## src/tspf_pkg.sv

```systemverilog
// types and constants of the transport stream packet filter
`default_nettype none
package tspf_pkg;

  localparam int unsigned REG_COUNT = 6;
  localparam int unsigned SLOT_W    = 3;
  localparam int unsigned PID_W     = 13;
  localparam int unsigned SPID_W    = 14;
  localparam int unsigned CFG_IDX_W = 3;

  localparam logic [7:0] SYNC_BYTE  = 8'h47;
  localparam logic [7:0] PKT_LAST   = 8'd187;
  localparam logic [7:0] PKT_BYTES  = 8'd188;
  localparam logic [7:0] AF_LEN_MAX = 8'd183;
  localparam logic [7:0] HDR_BYTES  = 8'd4;
  localparam logic [7:0] AF_BASE    = 8'd5;

  localparam logic [SPID_W-1:0] PID_SLOT0_RST = 14'd0;
  localparam logic [SPID_W-1:0] PID_NONE      = 14'd8192;
  localparam logic [4:0]        CNT_NONE      = 5'd16;

  typedef enum logic [2:0] {
    V_FORWARD   = 3'd0,
    V_NOPAYLOAD = 3'd1,
    V_BADSYNC   = 3'd2,
    V_OVERRUN   = 3'd3,
    V_UNKNOWN   = 3'd4,
    V_ERROR     = 3'd5,
    V_SCRAMBLED = 3'd6,
    V_DUPLICATE = 3'd7
  } verdict_t;

  typedef struct packed {
    logic              hit;
    logic [SLOT_W-1:0] slot;
  } match_t;

  typedef struct packed {
    logic              valid;
    logic [7:0]        payload_byte;
    logic [SLOT_W-1:0] slot_index;
    logic              has_data;
    logic              unit_start;
    logic              packet_done;
    verdict_t          verdict;
    logic              flush_request;
  } result_t;

endpackage
`default_nettype wire

```

## src/tspf_slot_table.sv

```systemverilog
// slot pid registers and first-match pid lookup
`default_nettype none
module tspf_slot_table #(
  parameter int unsigned NUM_SLOTS = 6
) (
  input  wire                          clk,
  input  wire                          rst_n,
  input  wire                          wr_en,
  input  wire [tspf_pkg::CFG_IDX_W-1:0] wr_idx,
  input  wire [tspf_pkg::SPID_W-1:0]    wr_data,
  input  wire [tspf_pkg::PID_W-1:0]     pid,
  output tspf_pkg::match_t             match
);
  import tspf_pkg::*;

  logic [SPID_W-1:0] slot_pid_r [REG_COUNT];

  always_ff @(posedge clk) begin
    if (!rst_n) begin
      for (int i = 0; i < REG_COUNT; i++) begin
        slot_pid_r[i] <= (i == 0) ? PID_SLOT0_RST : PID_NONE;
      end
    end else if (wr_en) begin
      for (int i = 0; i < REG_COUNT; i++) begin
        if (wr_idx == CFG_IDX_W'(i)) begin
          slot_pid_r[i] <= wr_data;
        end
      end
    end
  end

  // lowest matching slot wins
  always_comb begin
    match = '0;
    for (int i = NUM_SLOTS - 1; i >= 0; i--) begin
      if (slot_pid_r[i] == {1'b0, pid}) begin
        match.hit  = 1'b1;
        match.slot = SLOT_W'(i);
      end
    end
  end

endmodule
`default_nettype wire

```

## src/tspf_parse.sv

```systemverilog
// packet header parse, verdict, continuity counters and result forming
`default_nettype none
module tspf_parse #(
  parameter int unsigned NUM_SLOTS = 6
) (
  input  wire                      clk,
  input  wire                      rst_n,
  input  wire                      step_en,
  input  wire [7:0]                data_byte,
  input  wire                      chunk_start,
  input  tspf_pkg::match_t         match,
  output logic [tspf_pkg::PID_W-1:0] pid,
  output tspf_pkg::result_t        res
);
  import tspf_pkg::*;

  logic [7:0]        pos_r, pos_nxt;
  logic [23:0]       hdr_r, hdr_nxt;
  logic [7:0]        pstart_r, pstart_nxt;
  logic [SLOT_W-1:0] mslot_r, mslot_nxt;
  verdict_t          verdict_r, verdict_nxt;
  logic [4:0]        last_cnt_r [NUM_SLOTS];

  logic [7:0]  p;
  logic [23:0] hdr_shift, hdr_dec;
  logic [7:0]  ps_dec;
  logic        dec_go, dec_over;
  logic [4:0]  cnt_sel;
  logic        data, ustart, done, accepted, commit;

  assign p         = chunk_start ? 8'd0 : pos_r;
  assign hdr_shift = {hdr_r[15:0], data_byte};
  assign pid       = (p == 8'd3) ? hdr_shift[20:8] : hdr_r[20:8];

  always_comb begin
    cnt_sel = CNT_NONE;
    for (int i = 0; i < NUM_SLOTS; i++) begin
      if (match.slot == SLOT_W'(i)) begin
        cnt_sel = last_cnt_r[i];
      end
    end
  end

  always_comb begin
    pos_nxt     = pos_r;
    hdr_nxt     = hdr_r;
    pstart_nxt  = pstart_r;
    mslot_nxt   = mslot_r;
    verdict_nxt = verdict_r;
    dec_go      = 1'b0;
    dec_over    = 1'b0;
    hdr_dec     = hdr_r;
    ps_dec      = pstart_r;
    data        = 1'b0;
    ustart      = 1'b0;

    if (p == 8'd0) begin
      hdr_nxt     = '0;
      mslot_nxt   = '0;
      pstart_nxt  = HDR_BYTES;
      verdict_nxt = (data_byte == SYNC_BYTE) ? V_FORWARD : V_BADSYNC;
    end else if (p <= 8'd3) begin
      hdr_nxt = hdr_shift;
      if (p == 8'd3 && verdict_r != V_BADSYNC && !hdr_shift[5]) begin
        dec_go  = 1'b1;
        hdr_dec = hdr_shift;
      end
    end else if (p == 8'd4 && verdict_r != V_BADSYNC && hdr_r[5]) begin
      dec_go     = 1'b1;
      dec_over   = data_byte > AF_LEN_MAX;
      pstart_nxt = dec_over ? PKT_BYTES : AF_BASE + data_byte;
      ps_dec     = pstart_nxt;
    end

    if (dec_go) begin
      if (dec_over) begin
        verdict_nxt = V_OVERRUN;
      end else if (!match.hit) begin
        mslot_nxt   = '0;
        verdict_nxt = V_UNKNOWN;
      end else begin
        mslot_nxt = match.slot;
        if (hdr_dec[23]) begin
          verdict_nxt = V_ERROR;
        end else if (hdr_dec[7:6] != 2'b00) begin
          verdict_nxt = V_SCRAMBLED;
        end else if ({1'b0, hdr_dec[3:0]} == cnt_sel) begin
          verdict_nxt = V_DUPLICATE;
        end else if (!hdr_dec[4] || ps_dec >= PKT_BYTES) begin
          verdict_nxt = V_NOPAYLOAD;
        end else begin
          verdict_nxt = V_FORWARD;
        end
      end
    end

    if (p >= HDR_BYTES && verdict_nxt == V_FORWARD && hdr_r[4] && p >= pstart_nxt) begin
      data   = 1'b1;
      ustart = (p == pstart_nxt) && hdr_r[22];
    end

    done     = (p == PKT_LAST);
    accepted = (verdict_nxt == V_FORWARD) || (verdict_nxt == V_NOPAYLOAD);
    commit   = done && accepted;
    pos_nxt  = done ? 8'd0 : p + 8'd1;

    res.valid         = data || done;
    res.payload_byte  = data ? data_byte : 8'd0;
    res.slot_index    = mslot_nxt;
    res.has_data      = data;
    res.unit_start    = ustart;
    res.packet_done   = done;
    res.verdict       = done ? verdict_nxt : V_FORWARD;
    res.flush_request = commit && hdr_nxt[22];
  end

  always_ff @(posedge clk) begin
    if (!rst_n) begin
      pos_r     <= '0;
      hdr_r     <= '0;
      pstart_r  <= '0;
      mslot_r   <= '0;
      verdict_r <= V_FORWARD;
      for (int i = 0; i < NUM_SLOTS; i++) begin
        last_cnt_r[i] <= CNT_NONE;
      end
    end else if (step_en) begin
      pos_r     <= pos_nxt;
      hdr_r     <= hdr_nxt;
      pstart_r  <= pstart_nxt;
      mslot_r   <= mslot_nxt;
      verdict_r <= verdict_nxt;
      for (int i = 0; i < NUM_SLOTS; i++) begin
        if (commit && mslot_nxt == SLOT_W'(i)) begin
          last_cnt_r[i] <= {1'b0, hdr_nxt[3:0]};
        end
      end
    end
  end

endmodule
`default_nettype wire

```

## src/transport_stream_packet_filter_core.sv

```systemverilog
// top level of the transport stream packet filter
`default_nettype none
// Filters a byte stream of 188-byte transport packets, one byte per word. Each
// accepted byte passes an input register, one pass of header parse, pid lookup
// against the slot table and continuity check, and lands in a result register,
// so a byte can be taken every cycle while in_stall is low, and its result word
// is on the output from the result register. in_stall is raised only while a
// result word waits under out_stall and the byte in the input register has a
// result of its own. A byte gives at most one result word: a forwarded payload
// byte, the packet verdict on the last byte of a packet, or both. Bytes that give
// no result leave nothing on the output. The slot pid registers are written
// through the cfg port, which is always ready and takes effect at once; write
// it only while no bytes are in flight. Slots at or above NUM_SLOTS never match.
module transport_stream_packet_filter_core #(
  parameter int unsigned NUM_SLOTS = 6
) (
  input  wire                           clk,
  input  wire                           rst_n,
  input  wire                           in_valid,
  output logic                          in_stall,
  input  wire [7:0]                     in_data_byte,
  input  wire                           in_chunk_start,
  output logic                          out_valid,
  input  wire                           out_stall,
  output logic [7:0]                    out_payload_byte,
  output logic [tspf_pkg::SLOT_W-1:0]   out_slot_index,
  output logic                          out_has_data,
  output logic                          out_unit_start,
  output logic                          out_packet_done,
  output logic [2:0]                    out_verdict,
  output logic                          out_flush_request,
  input  wire                           cfg_valid,
  output logic                          cfg_ready,
  input  wire [tspf_pkg::CFG_IDX_W-1:0] cfg_index,
  input  wire [tspf_pkg::SPID_W-1:0]    cfg_data
);
  import tspf_pkg::*;

  logic         s1_valid_r;
  logic [7:0]   s1_byte_r;
  logic         s1_cs_r;
  logic         s1_adv;
  logic         out_valid_r;
  result_t      res, res_r;
  match_t       match;
  logic [PID_W-1:0] pid;

  assign cfg_ready = 1'b1;
  assign s1_adv    = s1_valid_r && (!res.valid || !out_valid_r || !out_stall);
  assign in_stall  = s1_valid_r && !s1_adv;

  tspf_slot_table #(.NUM_SLOTS(NUM_SLOTS)) u_table (
    .clk     (clk),
    .rst_n   (rst_n),
    .wr_en   (cfg_valid && cfg_ready && cfg_index < CFG_IDX_W'(REG_COUNT)),
    .wr_idx  (cfg_index),
    .wr_data (cfg_data),
    .pid     (pid),
    .match   (match)
  );

  tspf_parse #(.NUM_SLOTS(NUM_SLOTS)) u_parse (
    .clk         (clk),
    .rst_n       (rst_n),
    .step_en     (s1_adv),
    .data_byte   (s1_byte_r),
    .chunk_start (s1_cs_r),
    .match       (match),
    .pid         (pid),
    .res         (res)
  );

  // input register
  always_ff @(posedge clk) begin
    if (!rst_n) begin
      s1_valid_r <= 1'b0;
    end else if (in_valid && !in_stall) begin
      s1_valid_r <= 1'b1;
    end else if (s1_adv) begin
      s1_valid_r <= 1'b0;
    end
  end

  always_ff @(posedge clk) begin
    if (in_valid && !in_stall) begin
      s1_byte_r <= in_data_byte;
      s1_cs_r   <= in_chunk_start;
    end
  end

  // result register
  always_ff @(posedge clk) begin
    if (!rst_n) begin
      out_valid_r <= 1'b0;
    end else if (s1_adv && res.valid) begin
      out_valid_r <= 1'b1;
    end else if (!out_stall) begin
      out_valid_r <= 1'b0;
    end
  end

  always_ff @(posedge clk) begin
    if (s1_adv && res.valid) begin
      res_r <= res;
    end
  end

  assign out_valid         = out_valid_r;
  assign out_payload_byte  = res_r.payload_byte;
  assign out_slot_index    = res_r.slot_index;
  assign out_has_data      = res_r.has_data;
  assign out_unit_start    = res_r.unit_start;
  assign out_packet_done   = res_r.packet_done;
  assign out_verdict       = res_r.verdict;
  assign out_flush_request = res_r.flush_request;

endmodule
`default_nettype wire

```

## config.mk

```make
export PLATFORM = sky130hd
export DESIGN_NAME = transport_stream_packet_filter_core
export DESIGN_NICKNAME = d
export VERILOG_FILES = /design/src/tspf_pkg.sv /design/src/tspf_slot_table.sv /design/src/tspf_parse.sv /design/src/transport_stream_packet_filter_core.sv
export SDC_FILE = /design/constraint.sdc
export NUM_CORES = 1
export LEC_CHECK = 0
export BUFFER_PORTS_ARGS = -buffer_cell sky130_fd_sc_hd__buf_2
export CAP_MARGIN = 40
export CELL_PAD_IN_SITES_DETAIL_PLACEMENT = 1
export CELL_PAD_IN_SITES_GLOBAL_PLACEMENT = 1
export CORE_UTILIZATION = 45
export DETAILED_ROUTE_END_ITERATION = 12
export GPL_TIMING_DRIVEN = 0
export PLACE_DENSITY = 0.81
export SYNTH_ARGS = -nofsm -noshare
export SYNTH_HDL_FRONTEND = slang
export SYNTH_SLANG_ARGS = --single-unit
```

## constraint.sdc

```tcl
create_clock -name clk -period 11.8 [get_ports clk]
set_input_delay 2.36 -clock clk [delete_from_list [all_inputs] [get_ports clk]]
set_output_delay 2.36 -clock clk [all_outputs]
set_load 0.01 [all_outputs]
```

==> results of run 1 <==
-- registers in the layout (all words and copies together), names as in the netlist, 8 cells and up --
signal / cells
u_table.slot_pid_r: 84
u_parse.last_cnt_r: 30
u_parse.hdr_r: 23
out_payload_byte: 8
s1_byte_r: 8
u_parse.pos_r: 8
u_parse.pstart_r: 8
-- cell families (layout without fill, tap and decap cells) --
kind of cell               after synthesis  in the layout  share of synthesized area
AOI/OAI and AO/OA                      225            225                      0.152
xor gates and xnor gates                89             89                     0.0717
adders and majority gates               11             11                     0.0127
buffers and inverters                  122            211                     0.0491
DFF                                    188            188                      0.471
muxes                                   32             32                     0.0300
other                                    1              1                   0.000345
and+or+nand+nor                        427            427                      0.213
-- cells in the final DEF, fill, tap and decap left out, types with 10 or more instances in the layout --
master / count
edfxtp_1: 136
nor2_1: 108
and2_1: 88
buf_2: 58
nand2_1: 53
clkbuf_1: 52
a21oi_1: 52
dfxtp_1: 52
xor2_1: 51
inv_1: 44
xnor2_1: 38
nor3_1: 30
mux2i_1: 27
nand3_1: 26
nor2b_1: 22
o21ai_0: 20
nand2b_1: 17
nand4_1: 17
clkbuf_16: 17
o22ai_1: 12
nor3b_1: 11
or3_1: 11
ha_1: 11
buf_4: 10
a211oi_1: 10
a221oi_1: 10
nor4_1: 10
a21o_1: 10
-- stage by stage --
| stage | setup WS (ps) | hold WS [ps] | cell area, um^2 |
|---|---|---|---|
| 5_1_grt | 2040 | 489 | 12200 |
| 6_report | 2350 | 467 | 12200 |
| 3_5_place_dp | 3000 | 443 | 11600 |
| 2_1_floorplan | 4620 | 426 | 10900 |
| 3_3_place_gp | 3100 | 435 | 11500 |
| 4_1_cts | 2490 | 465 | 12200 |
-- final timing paths --
kind,start,endpoint,slack [ps]
max,s1_cs_r$_DFFE_PP_,in_stall,2350
min,u_parse.last_cnt_r[0][9]$_SDFFE_PP0N_,u_parse.last_cnt_r[0][9]$_SDFFE_PP0N_,470
max reg2reg,s1_cs_r$_DFFE_PP_,out_verdict[1]$_SDFFCE_PN0P_,4120
min reg2reg,u_parse.last_cnt_r[0][9]$_SDFFE_PP0N_,u_parse.last_cnt_r[0][9]$_SDFFE_PP0N_,470
-- power groups by stage --
stage	Clock [W]	Combinational, W	Sequential, W
floorplan	0	0.0000709	0.000765
global placement	0	0.000102	0.000777
detailed placement	0	0.000109	0.000778
CTS	0.000580	0.000110	0.000764
global route	0.000599	0.000119	0.000767
finish	0.000571	0.000110	0.000765
-- cell type report --
class / count / share of cell area
Clock inverter: 14 / 0.0104
Timing Repair Buffer: 57 / 0.0251
Inverter: 48 / 0.0148
Sequential cell: 188 / 0.422
Buffer: 74 / 0.0291
Multi-Input combinational cell: 785 / 0.430
Clock buffer: 18 / 0.0361
Tap cell: 319 / 0.0328
-- routing by layer --
metal | part of all wire | global-route usage | wire, um
met1 | 0.40 | 0.357 | 14300
met4 | 0.043 | 0.150 | 1540
met5 | 0 | 0 | 0
met2 | 0.49 | 0.517 | 17500
met3 | 0.058 | 0.0457 | 2060
==> flow_summary.ini, run 1 <==
[synthesis]
syn-mean-instance-area_um2 = 9.93
synth-edff-count = 136
synthMostInstantiatedCell = edfxtp_1
synth-seq-cells = 188
async_reset_ff_frac = 0
synth_top_area_cell = edfxtp_1
synthesis.nets = 1137
ys_seq_area_frac = 0.471
syn_inst = 1095
synth.distinct_cells = 93
synth_common_cells = 136 x edfxtp_1, 108 x nor2_1, 88 x and2_1
synth_top_area_frac = 0.375
syn_area_mm2 = 0.0109
yosys-top-cells-area = edfxtp_1 38%, dfxtp_1 9.6%, and2_1 5.1%
synth_warnings = 0
ys.flop_type = edfxtp_1

[sta]
layout_min_cycle_time_ps = 9450
finClkSkew_ps = 20.8
period_share = 0.801
fmax_mhz = 106
worst_pin_slew_ps = 906
drv_slew = 0
hold_violations = 0
relSlewSlack = 0.388
setup_viol = 0
rsz0062_at_grt = no
final.setup.tns_ps = 0

[place]
gp_congestion = 0.972
dp_hpwl_um = 26600
place_inst = 1471
portBuffers = 49

[worst_setup_path]
reg2reg_depth = 21
crit_family = compound AO/OA/AOI/OAI gates
crit_buf_inv = 7
slowest_delay_ps = 580
cp_max_fo = 10
critPathCaptureType = primary output
required_ps = 9440
crit_type = register to primary output
cp-start-kind = register
crit_chain = clkbuf_1, buf_1, nand2b_1, inv_1, ha_1, clkbuf_1, a22oi_2, buf_4, mux2i_1, o211ai_1, nor3_1, clkbuf_1, nor3_1, a221oi_1, and3_1, a311o_1, o31ai_1, a211oi_2, o21ai_0, nor2_1, buf_2
cpMostUsedCell = clkbuf_1
crit_arrival_ps = 7090
cp.depth = 21
cp_slowest_cell = a211oi_2

[cells_and_area]
final_nets = 1213
drive_gt1_frac = 0.118
area_growth_pct = 11.8
multi_input_area_mm2 = 0.00523
num_antenna_cells = 0
stdcell_count = 1503
ff_latch_area_mm2 = 0.00512
fillCellCount = 2663
utilization = 0.515

[clock_network]
cts_buffers = 17
cts_sinks = 188
cts_root_buf = clkbuf_16
cts_setup_buffers = 0
h-tree-depth = 4
cts_resized = 0
cts_buffer_depth = 2
clkLatencyLatePin_ps = 460
tritoncts = done
cts-hold-fix-buffers = 0
cts.clk_slew.worst_paths_ps = 70

[power_and_ir_drop]
powerDensity_mw_per_mm2 = 119
p_int_w = 0.00106
comb_power_share = 0.076
power_switching_share = 0.267
ir_drop_uv = 71.0
p_switching_w = 0.000386
p_total_w = 0.00145
p_leak_nw = 4.29
power_frac_clock = 0.395
power_frac_seq = 0.529

[floorplan]
die_area_mm2 = 0.0248
die_y_um = 157
row_count = 56
start_util = 0.461
ios = 52
die_x_um = 157
core_mm2 = 0.0236

[hold_path]
hp-class = register to register
holdPathStages = 1

[global_route]
grt_max_degree = 19
grt_pass1_vias = 9346
grt_pass1_wl_um = 54100
grt_overflow_total = 0
grt_usage = 0.298
antenna_found_initial = 0

[route]
wl_per_cell_um = 23.6
ant_nets = 0
num_vias = 9217
wl_um = 35400
drtIter0Drc = 801
drc_errors = 0
drt-pass1-iter-count = 5
vias_per_cell = 6.13

[flow_run]
drv_cap = 0

[outcome]
status = finished clean
Note: power is estimated with default switching activity, not from simulation.
==> run 2, diff against run 1 <==
- CORE_UTILIZATION: 45 -> 44
- PLACE_DENSITY: 0.81 -> 0.82
- clock period: 11.8 -> 7.73 ns (I/O delays scaled with it)
==> flow_summary.ini, run 2 (synthesis gave the netlist of run 1 again) <==
[worst_setup_path]
crit_buf_inv = 3
crit_type = register to primary output
slowest_delay_ps = 630
crit_family = compound AO/OA/AOI/OAI gates
crit-reg2reg-launch = s1_cs_r$_DFFE_PP_
cp_max_fo = 10
crit_end = in_stall
cp-start-kind = register
r2r-end = out_packet_done$_DFFE_PP_
ff2ff_setup_slack_ps = 870
critPathCaptureType = primary output
cp.depth = 19
reg2reg_depth = 20
crit_arrival_ps = 5840
crit_start = s1_cs_r$_DFFE_PP_
cp_slowest_cell = mux2i_1
crit_chain = buf_2, nor2b_1, ha_1, nor4b_4, a22o_1, buf_6, mux2i_1, xor2_1, nand4_1, o22ai_4, o31ai_1, a221oi_1, mux2i_1, a311o_1, o31ai_1, a211oi_2, o21ai_0, nor2_1, buf_2
required_ps = 6180

[route]
wl_per_cell_um = 23.8
drc_errors = 0
wl_um = 36000
drtIter0Drc = 912
vias_per_cell = 6.03
num_vias = 9121
drt-pass1-iter-count = 7
ant_nets = 0

[place]
portBuffers = 49
dp_hpwl_um = 26800
gp_congestion = 0.978

[power_and_ir_drop]
p_leak_nw = 4.32
comb_power_share = 0.077
power_frac_seq = 0.527
p_total_w = 0.00222
powerDensity_mw_per_mm2 = 181
p_switching_w = 0.000597
power_switching_share = 0.269
p_int_w = 0.00162
ir_drop_uv = 128
power_frac_clock = 0.396

[sta]
final.setup.tns_ps = 0
rsz0062_at_grt = no
fmax_mhz = 135
layout_min_cycle_time_ps = 7390
period_share = 0.955
drv_slew = 0
worst_pin_slew_ps = 897
relSlewSlack = 0.394
hold_violations = 0
setup_viol = 0
finClkSkew_ps = 24.0

[clock_network]
cts.clk_slew.worst_paths_ps = 70
cts_root_buf = clkbuf_16
h-tree-depth = 4
cts_buffers = 17
clkLatencyLatePin_ps = 460
cts_buffer_depth = 2
cts-hold-fix-buffers = 0
cts_sinks = 188
tritoncts = done

[global_route]
grt_pass1_wl_um = 55200
grt_util_met1 = 0.358
grtUsageMet3 = 0.0396
met2_usage = 0.497
grt_overflow_total = 0
grt_pass1_vias = 9369
grt-busiest-layer = met2
grt_usage = 0.288
antenna_found_initial = 0
grt_max_degree = 19

[cells_and_area]
final_nets = 1217
num_antenna_cells = 0
ff_latch_area_mm2 = 0.00512
multi_input_area_mm2 = 0.00525
regMostFlops = u_table.slot_pid_r
area_growth_pct = 12.3
drive_gt1_frac = 0.125
fillCellCount = 2748
reg_top3 = u_table.slot_pid_r: 84 flops, u_parse.last_cnt_r: 30 flops, u_parse.hdr_r: 23 flops
final_cell_mix = 136 x edfxtp_1, 108 x nor2_1, 88 x and2_1
largest_reg_flops = 84
final_common_cell = edfxtp_1

[hold_path]
hp-class = register to register
min_from = u_parse.last_cnt_r[0][24]$_SDFFE_PP0N_

[outcome]
status = finished clean

[floorplan]
row_count = 57
start_util = 0.449
die_area_mm2 = 0.0254
die_y_um = 159
ios = 52
core_mm2 = 0.0242
die_x_um = 159

[flow_run]
drv_cap = 0
run 2: layout make-up:
| class | instances | share of cell area |
|---|---|---|
| flip-flops and latches | 188 | 0.420 |
| repair buffers | 62 | 0.0279 |
| plain buffers | 73 | 0.0289 |
| well taps | 324 | 0.0332 |
| clock inverters | 13 | 0.0100 |
| multi-input cells | 785 | 0.429 |
| clock buffers | 19 | 0.0363 |
| inverters | 48 | 0.0147 |
run 2: through the flow:
stage / setup slack (ps) / hold WS [ps] / cell area, um^2 / std cells / util
after detailed placement: -258 / 441 / 11600 / 1476 / 0.478
after floorplan: 1360 / 426 / 10900 / 1095 / -
after global placement: -205 / 440 / 11500 / 1468 / 0.475
after global routing: 20.9 / 477 / 12200 / 1512 / 0.504
after CTS: 101 / 466 / 12200 / 1509 / 0.502
final: 345 / 466 / 12200 / 1512 / 0.504
run 2: power by group through the flow:
| stage | registers [W] | logic [W] | clock network [W] |
|---|---|---|---|
| 6_report | 0.00117 | 0.000171 | 0.000877 |
| 5_1_grt | 0.00117 | 0.000184 | 0.000914 |
| 4_1_cts | 0.00117 | 0.000169 | 0.000878 |
| 3_5_place_dp | 0.00119 | 0.000167 | 0 |
| 3_3_place_gp | 0.00119 | 0.000156 | 0 |
| 2_1_floorplan | 0.00117 | 0.000108 | 0 |
run 2: worst min-delay path by stage:
| stage | end | slack (ps) | depth (start not counted) |
|---|---|---|---|
| after global routing | u_parse.last_cnt_r[0][24]$_SDFFE_PP0N_ | 480 | 1 |
| final | u_parse.last_cnt_r[0][24]$_SDFFE_PP0N_ | 470 | 1 |
| after CTS | u_parse.last_cnt_r[0][24]$_SDFFE_PP0N_ | 470 | 1 |
| after floorplan | u_parse.last_cnt_r[0][19]$_SDFFE_PP0N_ | 430 | 1 |
| after detailed placement | u_parse.last_cnt_r[0][24]$_SDFFE_PP0N_ | 440 | 1 |
| after global placement | u_parse.last_cnt_r[0][24]$_SDFFE_PP0N_ | 440 | 1 |
run 2: what timing repair did:
action                     CTS  global route
resized for setup            1             5
gates cloned                 0             0
pin swaps                    1             2
buffers inserted             2             3
setup endpoints to repair    1             1
run 2: per-layer routing:
metal | share of wire | vias up
li1 | - | 4139
met1 | 0.41 | 4496
met2 | 0.49 | 375
met3 | 0.054 | 111
met4 | 0.043 | 0
met5 | 0 | -
